## config.mk

```make
export PLATFORM = sky130hd
export DESIGN_NAME = integer_to_ascii_formatter_core
export DESIGN_NICKNAME = d
export VERILOG_FILES = /design/src/hw/rtl/i2af_pkg.sv /design/src/hw/rtl/i2af_bcd.sv /design/src/hw/rtl/i2af_emit.sv /design/src/hw/rtl/integer_to_ascii_formatter_core.sv
export SDC_FILE = /design/constraint.sdc
export NUM_CORES = 1
export LEC_CHECK = 0
export BUFFER_PORTS_ARGS = -buffer_cell sky130_fd_sc_hd__buf_2
export CAP_MARGIN = 30
export CORE_MARGIN = 10
export CORE_UTILIZATION = 57
export DETAILED_ROUTE_END_ITERATION = 6
export HOLD_SLACK_MARGIN = 0.08
export PLACE_DENSITY = 0.87
export SYNTH_ARGS = -nofsm -noshare
export SYNTH_HDL_FRONTEND = slang
export SYNTH_SLANG_ARGS = --single-unit
```

## constraint.sdc

```tcl
create_clock -name clock -period 5.91 [get_ports clock]
set_clock_uncertainty 0.2 [all_clocks]
set_input_delay 0.591 -clock clock [delete_from_list [all_inputs] [get_ports clock]]
set_output_delay 0.591 -clock clock [all_outputs]
set_load 0.02 [all_outputs]
```

## src/hw/rtl/i2af_pkg.sv

```systemverilog
// Shared types, codes and character constants for the integer to ASCII formatter.
// Used by i2af_bcd, i2af_emit and integer_to_ascii_formatter_core; no dependencies.
package i2af_pkg;

   localparam int POINTER_BITS_DEF = 64;
   localparam int ACTION_W         = 3;
   localparam int VALUE_W          = 64;
   localparam int FWIDTH_W         = 6;
   localparam int CHAR_W           = 8;
   localparam int LEN_W            = 5;
   localparam int BIN_W            = 32;
   localparam int DEC_DIGITS       = 10;
   localparam int BCD_W            = 4 * DEC_DIGITS;

   localparam logic [ACTION_W-1:0] ACT_SDEC = 3'd0;
   localparam logic [ACTION_W-1:0] ACT_UDEC = 3'd1;
   localparam logic [ACTION_W-1:0] ACT_LHEX = 3'd2;
   localparam logic [ACTION_W-1:0] ACT_UHEX = 3'd3;
   localparam logic [ACTION_W-1:0] ACT_PTR  = 3'd4;

   localparam logic [CHAR_W-1:0] CH_SPACE = 8'h20;
   localparam logic [CHAR_W-1:0] CH_MINUS = 8'h2d;
   localparam logic [CHAR_W-1:0] CH_ZERO  = 8'h30;
   localparam logic [CHAR_W-1:0] CH_X     = 8'h78;
   localparam logic [CHAR_W-1:0] CH_UPPER = 8'h41;
   localparam logic [CHAR_W-1:0] CH_LOWER = 8'h61;

   typedef struct packed {
      logic [ACTION_W-1:0] action;
      logic [VALUE_W-1:0]  value;
      logic [FWIDTH_W-1:0] field_width;
   } req_type;

   typedef struct packed {
      logic [CHAR_W-1:0] char_out;
      logic              last_char;
      logic [LEN_W-1:0]  printed_length;
   } rsp_type;

   typedef struct packed {
      logic                start;
      logic                neg;
      logic                ptr_prefix;
      logic                upper;
      logic [FWIDTH_W-1:0] field_width;
   } emit_ctl_type;

   typedef enum logic {
      CORE_IDLE,
      CORE_CONVERT
   } core_state_type;

   typedef enum logic [2:0] {
      EMIT_IDLE,
      EMIT_SCAN,
      EMIT_PAD,
      EMIT_PREFIX,
      EMIT_DIGIT
   } emit_state_type;

   function automatic logic [CHAR_W-1:0] digit_char(input logic [3:0] nib, input logic upper);
      logic [CHAR_W-1:0] base;
      base = upper ? CH_UPPER : CH_LOWER;
      if (nib < 4'd10)
         digit_char = CH_ZERO + {4'd0, nib};
      else
         digit_char = base + {4'd0, nib} - 8'd10;
   endfunction

endpackage

```

## src/hw/rtl/i2af_bcd.sv

```systemverilog
// Bit-serial binary to BCD converter (shift and add three), one bit per cycle.
// Depends on i2af_pkg.
module i2af_bcd (
   input  logic                       clock,
   input  logic                       reset,
   input  logic                       start,
   input  logic [i2af_pkg::BIN_W-1:0] bin,
   output logic                       done,
   output logic [i2af_pkg::BCD_W-1:0] bcd
);

   localparam int CNT_W = $clog2(i2af_pkg::BIN_W);

   logic [i2af_pkg::BIN_W-1:0] bin_ff, bin_in;
   logic [i2af_pkg::BCD_W-1:0] bcd_ff, bcd_in, adj;
   logic [CNT_W-1:0]           cnt_ff, cnt_in;
   logic                       busy_ff, busy_in;
   logic                       done_ff, done_in;

   always_comb begin
      for (int i = 0; i < i2af_pkg::DEC_DIGITS; i++) begin
         adj[4*i +: 4] = (bcd_ff[4*i +: 4] >= 4'd5) ? bcd_ff[4*i +: 4] + 4'd3
                                                     : bcd_ff[4*i +: 4];
      end
   end

   always_comb begin
      bin_in  = bin_ff;
      bcd_in  = bcd_ff;
      cnt_in  = cnt_ff;
      busy_in = busy_ff;
      done_in = 1'b0;
      if (start) begin
         bin_in  = bin;
         bcd_in  = '0;
         cnt_in  = '0;
         busy_in = 1'b1;
      end else if (busy_ff) begin
         {bcd_in, bin_in} = {adj[i2af_pkg::BCD_W-2:0], bin_ff, 1'b0};
         cnt_in           = cnt_ff + 1'b1;
         if (cnt_ff == CNT_W'(i2af_pkg::BIN_W - 1)) begin
            busy_in = 1'b0;
            done_in = 1'b1;
         end
      end
   end

   always_ff @(posedge clock) begin
      if (reset) begin
         busy_ff <= 1'b0;
         done_ff <= 1'b0;
      end else begin
         busy_ff <= busy_in;
         done_ff <= done_in;
      end
      bin_ff <= bin_in;
      bcd_ff <= bcd_in;
      cnt_ff <= cnt_in;
   end

   assign done = done_ff;
   assign bcd  = bcd_ff;

endmodule

```

## src/hw/rtl/i2af_emit.sv

```systemverilog
// Digit shift register with leading-zero scan and character sequencer; drives the result
// channel through an output register. Depends on i2af_pkg.
module i2af_emit #(
   parameter int DIGITS = 16
) (
   input  logic                       clock,
   input  logic                       reset,
   input  i2af_pkg::emit_ctl_type     ctl,
   input  logic [4*DIGITS-1:0]        digits,
   output logic                       busy,
   output logic                       rsp_valid,
   input  logic                       rsp_stall,
   output i2af_pkg::rsp_type          rsp_data
);

   localparam int DW = 4 * DIGITS;
   localparam int NW = $clog2(DIGITS + 1);

   i2af_pkg::emit_state_type state_ff, state_in;
   logic [DW-1:0]                 d_ff, d_in;
   logic [NW-1:0]                 ndig_ff, ndig_in;
   logic [1:0]                    pre_ff, pre_in;
   logic                          neg_ff, neg_in;
   logic                          upper_ff, upper_in;
   logic [i2af_pkg::FWIDTH_W-1:0] width_ff, width_in;
   logic [i2af_pkg::FWIDTH_W-1:0] pad_ff, pad_in;
   logic [i2af_pkg::LEN_W-1:0]    len_ff, len_in;
   logic                          rsp_valid_ff, rsp_valid_in;
   i2af_pkg::rsp_type             rsp_ff, rsp_in;

   logic                          slot_free;
   logic [i2af_pkg::LEN_W-1:0]    len_calc;
   logic [3:0]                    top_nib;

   assign slot_free = !rsp_valid_ff || !rsp_stall;
   assign top_nib   = d_ff[DW-1 -: 4];
   assign len_calc  = i2af_pkg::LEN_W'(ndig_ff) + i2af_pkg::LEN_W'(pre_ff);

   always_ff @(posedge clock) begin
      if (reset) begin
         state_ff     <= i2af_pkg::EMIT_IDLE;
         rsp_valid_ff <= 1'b0;
      end else begin
         state_ff     <= state_in;
         rsp_valid_ff <= rsp_valid_in;
      end
      d_ff     <= d_in;
      ndig_ff  <= ndig_in;
      pre_ff   <= pre_in;
      neg_ff   <= neg_in;
      upper_ff <= upper_in;
      width_ff <= width_in;
      pad_ff   <= pad_in;
      len_ff   <= len_in;
      rsp_ff   <= rsp_in;
   end

   always_comb begin
      state_in     = state_ff;
      d_in         = d_ff;
      ndig_in      = ndig_ff;
      pre_in       = pre_ff;
      neg_in       = neg_ff;
      upper_in     = upper_ff;
      width_in     = width_ff;
      pad_in       = pad_ff;
      len_in       = len_ff;
      rsp_in       = rsp_ff;
      rsp_valid_in = rsp_valid_ff && rsp_stall;
      unique case (state_ff)
         i2af_pkg::EMIT_IDLE: begin
            if (ctl.start) begin
               d_in     = digits;
               ndig_in  = NW'(DIGITS);
               neg_in   = ctl.neg;
               upper_in = ctl.upper;
               width_in = ctl.field_width;
               pre_in   = ctl.neg ? 2'd1 : (ctl.ptr_prefix ? 2'd2 : 2'd0);
               state_in = i2af_pkg::EMIT_SCAN;
            end
         end
         i2af_pkg::EMIT_SCAN: begin
            if (ndig_ff > NW'(1) && top_nib == 4'd0) begin
               d_in    = {d_ff[DW-5:0], 4'd0};
               ndig_in = ndig_ff - 1'b1;
            end else begin
               len_in = len_calc;
               if (width_ff > i2af_pkg::FWIDTH_W'(len_calc)) begin
                  pad_in   = width_ff - i2af_pkg::FWIDTH_W'(len_calc);
                  state_in = i2af_pkg::EMIT_PAD;
               end else if (pre_ff != 2'd0) begin
                  state_in = i2af_pkg::EMIT_PREFIX;
               end else begin
                  state_in = i2af_pkg::EMIT_DIGIT;
               end
            end
         end
         i2af_pkg::EMIT_PAD: begin
            if (slot_free) begin
               rsp_valid_in          = 1'b1;
               rsp_in.char_out       = i2af_pkg::CH_SPACE;
               rsp_in.last_char      = 1'b0;
               rsp_in.printed_length = '0;
               pad_in                = pad_ff - 1'b1;
               if (pad_ff == i2af_pkg::FWIDTH_W'(1))
                  state_in = (pre_ff != 2'd0) ? i2af_pkg::EMIT_PREFIX : i2af_pkg::EMIT_DIGIT;
            end
         end
         i2af_pkg::EMIT_PREFIX: begin
            if (slot_free) begin
               rsp_valid_in          = 1'b1;
               rsp_in.last_char      = 1'b0;
               rsp_in.printed_length = '0;
               if (neg_ff)
                  rsp_in.char_out = i2af_pkg::CH_MINUS;
               else if (pre_ff == 2'd2)
                  rsp_in.char_out = i2af_pkg::CH_ZERO;
               else
                  rsp_in.char_out = i2af_pkg::CH_X;
               pre_in = pre_ff - 1'b1;
               if (pre_ff == 2'd1)
                  state_in = i2af_pkg::EMIT_DIGIT;
            end
         end
         i2af_pkg::EMIT_DIGIT: begin
            if (slot_free) begin
               rsp_valid_in          = 1'b1;
               rsp_in.char_out       = i2af_pkg::digit_char(top_nib, upper_ff);
               rsp_in.last_char      = (ndig_ff == NW'(1));
               rsp_in.printed_length = (ndig_ff == NW'(1)) ? len_ff : '0;
               d_in                  = {d_ff[DW-5:0], 4'd0};
               ndig_in               = ndig_ff - 1'b1;
               if (ndig_ff == NW'(1))
                  state_in = i2af_pkg::EMIT_IDLE;
            end
         end
         default: state_in = i2af_pkg::EMIT_IDLE;
      endcase
   end

   assign busy      = (state_ff != i2af_pkg::EMIT_IDLE);
   assign rsp_valid = rsp_valid_ff;
   assign rsp_data  = rsp_ff;

endmodule

```

## src/hw/rtl/integer_to_ascii_formatter_core.sv

```systemverilog
// Top level of the integer to ASCII formatter: request decode, sign handling and dispatch.
// Depends on i2af_pkg, i2af_bcd and i2af_emit.
//
// Formats one integer per transaction as printf %d, %u, %x, %X or %p would and returns the
// field one character per result transaction, right-justified with spaces to field_width (a
// zero outside signed decimal is printed bare and unpadded); the last character carries
// last_char and the printed length. One transaction is in work at a time. Hex and pointer
// items pass through acceptance, a scan that drops one leading digit per cycle from DIGITS
// digits (DIGITS = 16 at the default pointer width) and the emission of each character in
// turn. Decimal items first pass through the bit-serial BCD converter ahead of the same scan,
// which starts from all DIGITS digits of the zero-extended BCD result. Codes 5 to 7 produce
// no results and leave the input channel free. Output stalls hold the sequencer without loss.
module integer_to_ascii_formatter_core #(
   parameter int POINTER_BITS = i2af_pkg::POINTER_BITS_DEF
) (
   input  logic              clock,
   input  logic              reset,
   input  logic              req_valid,
   output logic              req_stall,
   input  i2af_pkg::req_type req_data,
   output logic              rsp_valid,
   input  logic              rsp_stall,
   output i2af_pkg::rsp_type rsp_data
);

   localparam int PTR_DIGITS = (POINTER_BITS + 3) / 4;
   localparam int DIGITS     = (PTR_DIGITS > i2af_pkg::DEC_DIGITS) ? PTR_DIGITS
                                                                   : i2af_pkg::DEC_DIGITS;
   localparam int DW         = 4 * DIGITS;

   i2af_pkg::core_state_type      state_ff, state_in;
   logic                          neg_ff, neg_in;
   logic [i2af_pkg::FWIDTH_W-1:0] width_ff, width_in;

   logic                          accept;
   logic                          emit_busy;
   logic                          bcd_start;
   logic                          bcd_done;
   logic [i2af_pkg::BCD_W-1:0]    bcd;
   logic [i2af_pkg::BIN_W-1:0]    low;
   logic [i2af_pkg::BIN_W-1:0]    mag;
   logic [POINTER_BITS-1:0]       ptr;
   logic                          low_zero;
   logic                          ptr_zero;
   i2af_pkg::emit_ctl_type        ctl;
   logic [DW-1:0]                 digits;

   assign req_stall = (state_ff != i2af_pkg::CORE_IDLE) || emit_busy;
   assign accept    = req_valid && !req_stall;
   assign low       = req_data.value[i2af_pkg::BIN_W-1:0];
   assign ptr       = req_data.value[POINTER_BITS-1:0];
   assign low_zero  = (low == '0);
   assign ptr_zero  = (ptr == '0);
   assign mag       = (req_data.action == i2af_pkg::ACT_SDEC && low[i2af_pkg::BIN_W-1])
                      ? (~low + 1'b1) : low;

   always_ff @(posedge clock) begin
      if (reset)
         state_ff <= i2af_pkg::CORE_IDLE;
      else
         state_ff <= state_in;
      neg_ff   <= neg_in;
      width_ff <= width_in;
   end

   always_comb begin
      state_in        = state_ff;
      neg_in          = neg_ff;
      width_in        = width_ff;
      bcd_start       = 1'b0;
      ctl.start       = 1'b0;
      ctl.neg         = 1'b0;
      ctl.ptr_prefix  = 1'b0;
      ctl.upper       = 1'b0;
      ctl.field_width = '0;
      digits          = DW'(low);
      unique case (state_ff)
         i2af_pkg::CORE_IDLE: begin
            if (accept) begin
               unique case (req_data.action) inside
                  i2af_pkg::ACT_SDEC, i2af_pkg::ACT_UDEC: begin
                     bcd_start = 1'b1;
                     neg_in    = (req_data.action == i2af_pkg::ACT_SDEC)
                                 && low[i2af_pkg::BIN_W-1];
                     width_in  = (req_data.action == i2af_pkg::ACT_UDEC && low_zero)
                                 ? '0 : req_data.field_width;
                     state_in  = i2af_pkg::CORE_CONVERT;
                  end
                  i2af_pkg::ACT_LHEX, i2af_pkg::ACT_UHEX: begin
                     ctl.start       = 1'b1;
                     ctl.upper       = (req_data.action == i2af_pkg::ACT_UHEX);
                     ctl.field_width = low_zero ? '0 : req_data.field_width;
                     digits          = DW'(low);
                  end
                  i2af_pkg::ACT_PTR: begin
                     ctl.start       = 1'b1;
                     ctl.ptr_prefix  = !ptr_zero;
                     ctl.field_width = ptr_zero ? '0 : req_data.field_width;
                     digits          = DW'(ptr);
                  end
                  default: ;
               endcase
            end
         end
         i2af_pkg::CORE_CONVERT: begin
            if (bcd_done) begin
               ctl.start       = 1'b1;
               ctl.neg         = neg_ff;
               ctl.field_width = width_ff;
               digits          = DW'(bcd);
               state_in        = i2af_pkg::CORE_IDLE;
            end
         end
         default: state_in = i2af_pkg::CORE_IDLE;
      endcase
   end

   i2af_bcd u_bcd (
      .clock (clock),
      .reset (reset),
      .start (bcd_start),
      .bin   (mag),
      .done  (bcd_done),
      .bcd   (bcd)
   );

   i2af_emit #(
      .DIGITS (DIGITS)
   ) u_emit (
      .clock     (clock),
      .reset     (reset),
      .ctl       (ctl),
      .digits    (digits),
      .busy      (emit_busy),
      .rsp_valid (rsp_valid),
      .rsp_stall (rsp_stall),
      .rsp_data  (rsp_data)
   );

endmodule

```

==> results.md <==
Route:
- The total routed wirelength is about 25000 µm.
- The average via count per standard cell is between 6 and 7.
- The uppermost layer routed is met4.
- The remaining antenna violation count after routing is 0.
- The DRC violation count after routing is 0.
- The detailed-route via count is 8018.
- The first detailed-routing pass took 5 iterations.
- In the final routed layout, each cell accounts on average for ~19 µm.
- After detailed routing, the wire length on met1 is 10000 µm.
- The amount of wire on met2 after detailed routing is ~12000 µm.
- The routed design uses between 2000 and 2500 µm of met3 wire.
- The detailed router finished its first iteration with 948 violations.

Finish:
- The layout has ~1300 filler cells.
- The total area of sequential cells is between 0.005 and 0.006 mm².
- In the final layout, the share of cells above drive strength 1 is between 10% and 20%.
- In the final layout, the multi-input gates occupy between 0.004 and 0.005 mm².
- The repair_antennas step left the layout with diodes totalling 0.
- From synthesis to final layout, the design area changed by 12.9%.
- After routing the design area is about 0.012 mm².
- The final layout contains about 1200 nets.

Floorplanning:
- 93 I/O pins were placed.
- The number of placement rows is just under 50.
- The starting density of the core is between 50% and 60%.
- The y dimension of the die is between 150 and 200 µm.
- The die is roughly 150 µm wide.
- The total die area is between 0.02 and 0.025 mm².
- The core outline area is between 0.015 and 0.02 mm².

Logic synthesis:
- The area share of the largest cell type after synthesis is between 40% and 50%.
- The count of distinct cell types in the synthesized netlist is 58.
- The count of yosys warnings during synthesis is 0.
- Among all flip-flop cells after synthesis, the most frequent one is sky130_fd_sc_hd__edfxtp_1.
- When the netlist entered floorplanning its net count stood at between 1000 and 1500.
- The cell type with the highest aggregate area in the netlist is sky130_fd_sc_hd__edfxtp_1.
- The cell area that synthesis handed to floorplanning was a little over 0.01 mm².
- In the synthesized netlist, the number of instances is just over 1000.
- In the post-synthesis netlist, the biggest area contributors are sky130_fd_sc_hd__edfxtp_1 (41%), sky130_fd_sc_hd__dfxtp_1 (10%), sky130_fd_sc_hd__o21ai_0 (5.2%), sky130_fd_sc_hd__nand2_1 (4.6%), sky130_fd_sc_hd__ha_1 (4.6%).
- The sequential area share after synthesis is roughly half.
- The number of enable flip-flop cells after synthesis is 142.
- In this run the mean area of a mapped cell was 10.1 µm².
- The share of synthesized registers carrying an async set or reset is 0%.
- After synthesis the netlist holds a flip-flop and latch count of approximately 190.

Global route:
- The global routing usage summed across all routing layers is between 20% and 30%.
- The first-pass GRT wire length is just under 40000 µm.
- The via count of the first global-routing pass is slightly below 8000.
- The initial antenna violation count is 0.
- Entering global routing, the biggest net connects 66 pins.
- Global routing finished with a remaining overflow of 0.

STA:
- The final count of hold timing violations is 0.
- After layout, the minimum clock period comes to 3.42 ns.
- The highest attainable clock frequency is just under 0.3 GHz.
- Setup violations remaining at the end of the flow were counted as 0.
- The worst path meets setup with between 2 and 2.5 ns of slack.
- After layout, the worst path uses about 58% of the clock period.
- Setup repair after global routing left no endpoint under its margin.
- Setup total negative slack on the finished layout was measured at 0 ns.
- The worst pin sits at a relative slew slack of about 34%.
- The count of final max-slew check failures was 0.
- For the pin with the worst max-slew slack, the measured transition is 0.989 ns.

Setup path:
- The element type at the critical path end is a flip-flop.
- Across all register-to-register paths, the minimum setup slack is around 2.5 ns.
- For the worst setup path, the data arrival time is around 3.3 ns.
- In this run the critical register-to-register path is launched from u_emit.pre_ff[0].
- The data required time of the worst path is roughly 5.8 ns.
- For the worst flop-to-flop path, the logic depth is 9.
- The maximum fanout along the worst path is 6.
- The type of the worst setup path is reg -> reg.
- STA classifies the critical path startpoint as a flip-flop.
- The capture instance of the worst register-to-register path is u_emit.pad_ff[4].

Clock tree:
- The clock drives about 190 sinks.
- The root buffer cell chosen for the clock tree is sky130_fd_sc_hd__clkbuf_16.
- The CTS tree is built.
- The buffers inserted during post-CTS setup optimization is 0.
- The H-tree generated during clock tree synthesis spans 4 levels.
- The clock insertion delay at the later pin of the skew report is between 0.4 and 0.5 ns.
- The number of clock buffers inserted by TritonCTS is 17.
- The longest clock path from root to sink contains 2 buffers.
- The number of hold buffers added after CTS was 0.
- After clock tree synthesis, the repair step resized 0 gates.
- The clock edge transition at the registers on the reported setup and hold paths is about 0.070 ns.

Placed design:
- The number of buffer cells added on primary ports is between 90 and 100.
- The placed instance area is about 0.011 mm².
- The half-perimeter wire length of the detailed placement result is 17200 µm.
- The worst-case setup slack after placement is roughly 2.5 ns.
- The congestion estimate from routability-driven global placement came to around 0.94.

Power and ir drop:
- The static leakage power is 4.48 nW.
- Total power for the finished layout comes to 5.14 mW.
- Across the VDD grid, the largest voltage drop is roughly 0.00025 V.
- The power per unit of standard cell area is between 400 and 500 mW/mm².

Min path:
- The startpoint of the most critical hold path is req_data[67].
- The number of stages on the worst hold path is 2.
- The worst min-delay path endpoint is u_emit.d_ff[61].
- The classification of the worst-slack hold path is in -> reg.

Status:
- The run finished with clean final reports.

Flow run:
- The reported max-cap violation count is 0.
[worst max-delay path by stage]
stage,from,to,slack (ns)
6_report,u_emit.pre_ff[0],u_emit.pad_ff[4],2.49
3_3_place_gp,req_data[71],u_emit.d_ff[12],2.52
5_1_grt,u_emit.ndig_ff[0],u_emit.pad_ff[5],2.35
4_1_cts,u_emit.ndig_ff[0],u_emit.pad_ff[1],2.54
3_5_place_dp,req_data[71],u_emit.d_ff[5],2.47
2_1_floorplan,req_data[71],u_emit.d_ff[0],0.73
[routing by layer]
| layer | global-route usage (%) | vias to the layer above |
|---|---|---|
| met3 | 5.19 | 70 |
| li1 | - | 3794 |
| met2 | 33.1 | 364 |
| met1 | 24.9 | 3790 |
| met5 | 0 | - |
| met4 | 8.41 | 0 |
[report_power, final]
part           switching (mW)  internal [mW]  leakage, nW
sequential              0.278           2.04         1.75
clock                   0.509          0.751        0.301
combinational           0.990          0.573         2.43
total                    1.78           3.37         4.48
[kinds of logic after synthesis]
logic type,synth area share [%]
xor gates and xnor gates,5.62
other,0.0365
DFF,51.6
AOI/OAI and AO/OA,14.7
buffers and inverters,3.58
adders and majority gates,5.21
muxes,4.28
and+or+nand+nor,15.0
[per-stage QoR]
stage	utilization [%]	hold WS (ns)	cells
after floorplan	-	0.245	1020
after global placement	61.2	0.260	1298
after detailed placement	61.5	0.277	1301
after CTS	65.1	0.236	1333
after global routing	65.1	0.252	1333
final	65.1	0.248	1333
[critical path, stage by stage (launching register included)]
cell	delay, ns
sky130_fd_sc_hd__edfxtp_1	0.46
sky130_fd_sc_hd__ha_1	0.28
sky130_fd_sc_hd__fa_1	0.41
sky130_fd_sc_hd__xnor2_1	0.16
sky130_fd_sc_hd__ha_1	0.39
sky130_fd_sc_hd__a21o_1	0.14
sky130_fd_sc_hd__maj3_1	0.20
sky130_fd_sc_hd__nand2_1	0.09
sky130_fd_sc_hd__a21o_1	0.19
sky130_fd_sc_hd__a21oi_1	0.54
[synthesized netlist by cell type, drive strengths merged (3+ instances only)]
cell type,count
dfxtp,52
or3,3
inv,46
and2,12
mux2i,44
xnor2,30
edfxtp,142
o41ai,4
a22o,30
buf,12
or4,3
nand2b,17
and3,7
ha,38
nand3,19
o22ai,3
a21oi,67
a21o,3
clkbuf,38
nor2,81
a211oi,3
a31oi,6
nand2,127
a22oi,8
nor3,26
o21ai,110
nor2b,4
nand4,3
xor2,36
o31ai,7
nor4,16
[cells in the final DEF (no fill, tap or decap), drive strengths merged, types with 5 or more instances in the layout]
| cell | Yosys | routed |
|---|---|---|
| edfxtp | 142 | 142 |
| nand2 | 127 | 127 |
| o21ai | 110 | 110 |
| buf | 12 | 102 |
| nor2 | 81 | 81 |
| a21oi | 67 | 67 |
| dfxtp | 52 | 52 |
| inv | 46 | 46 |
| mux2i | 44 | 44 |
| ha | 38 | 38 |
| xor2 | 36 | 36 |
| xnor2 | 30 | 30 |
| a22o | 30 | 30 |
| nor3 | 26 | 26 |
| nand3 | 19 | 19 |
| clkbuf | 38 | 19 |
| nand2b | 17 | 17 |
| nor4 | 16 | 16 |
| and2 | 12 | 12 |
| a22oi | 8 | 8 |
| and3 | 7 | 7 |
| o31ai | 7 | 7 |
| a31oi | 6 | 6 |
| bufinv | 0 | 5 |
| clkinv | 0 | 5 |
[final cells by class]
| class | instances | area share, % |
|---|---|---|
| flip-flops and latches | 194 | 45.7 |
| clock buffers | 19 | 3.73 |
| clock inverters | 13 | 1.79 |
| repair buffers | 102 | 4.91 |
| inverters | 46 | 1.49 |
| well taps | 229 | 2.47 |
| multi-input cells | 730 | 39.9 |
[sequential cells by signal (all words and copies together) (netlist names), 6 cells and up]
signal and cells:
u_emit.d_ff 64, u_emit.width_ff 6, u_bcd.bin_ff 32, u_emit.pad_ff 6
u_emit.rsp_data 13, u_bcd.bcd 40, width_ff 6
No activity file was read; power rests on OpenSTA's default activity.
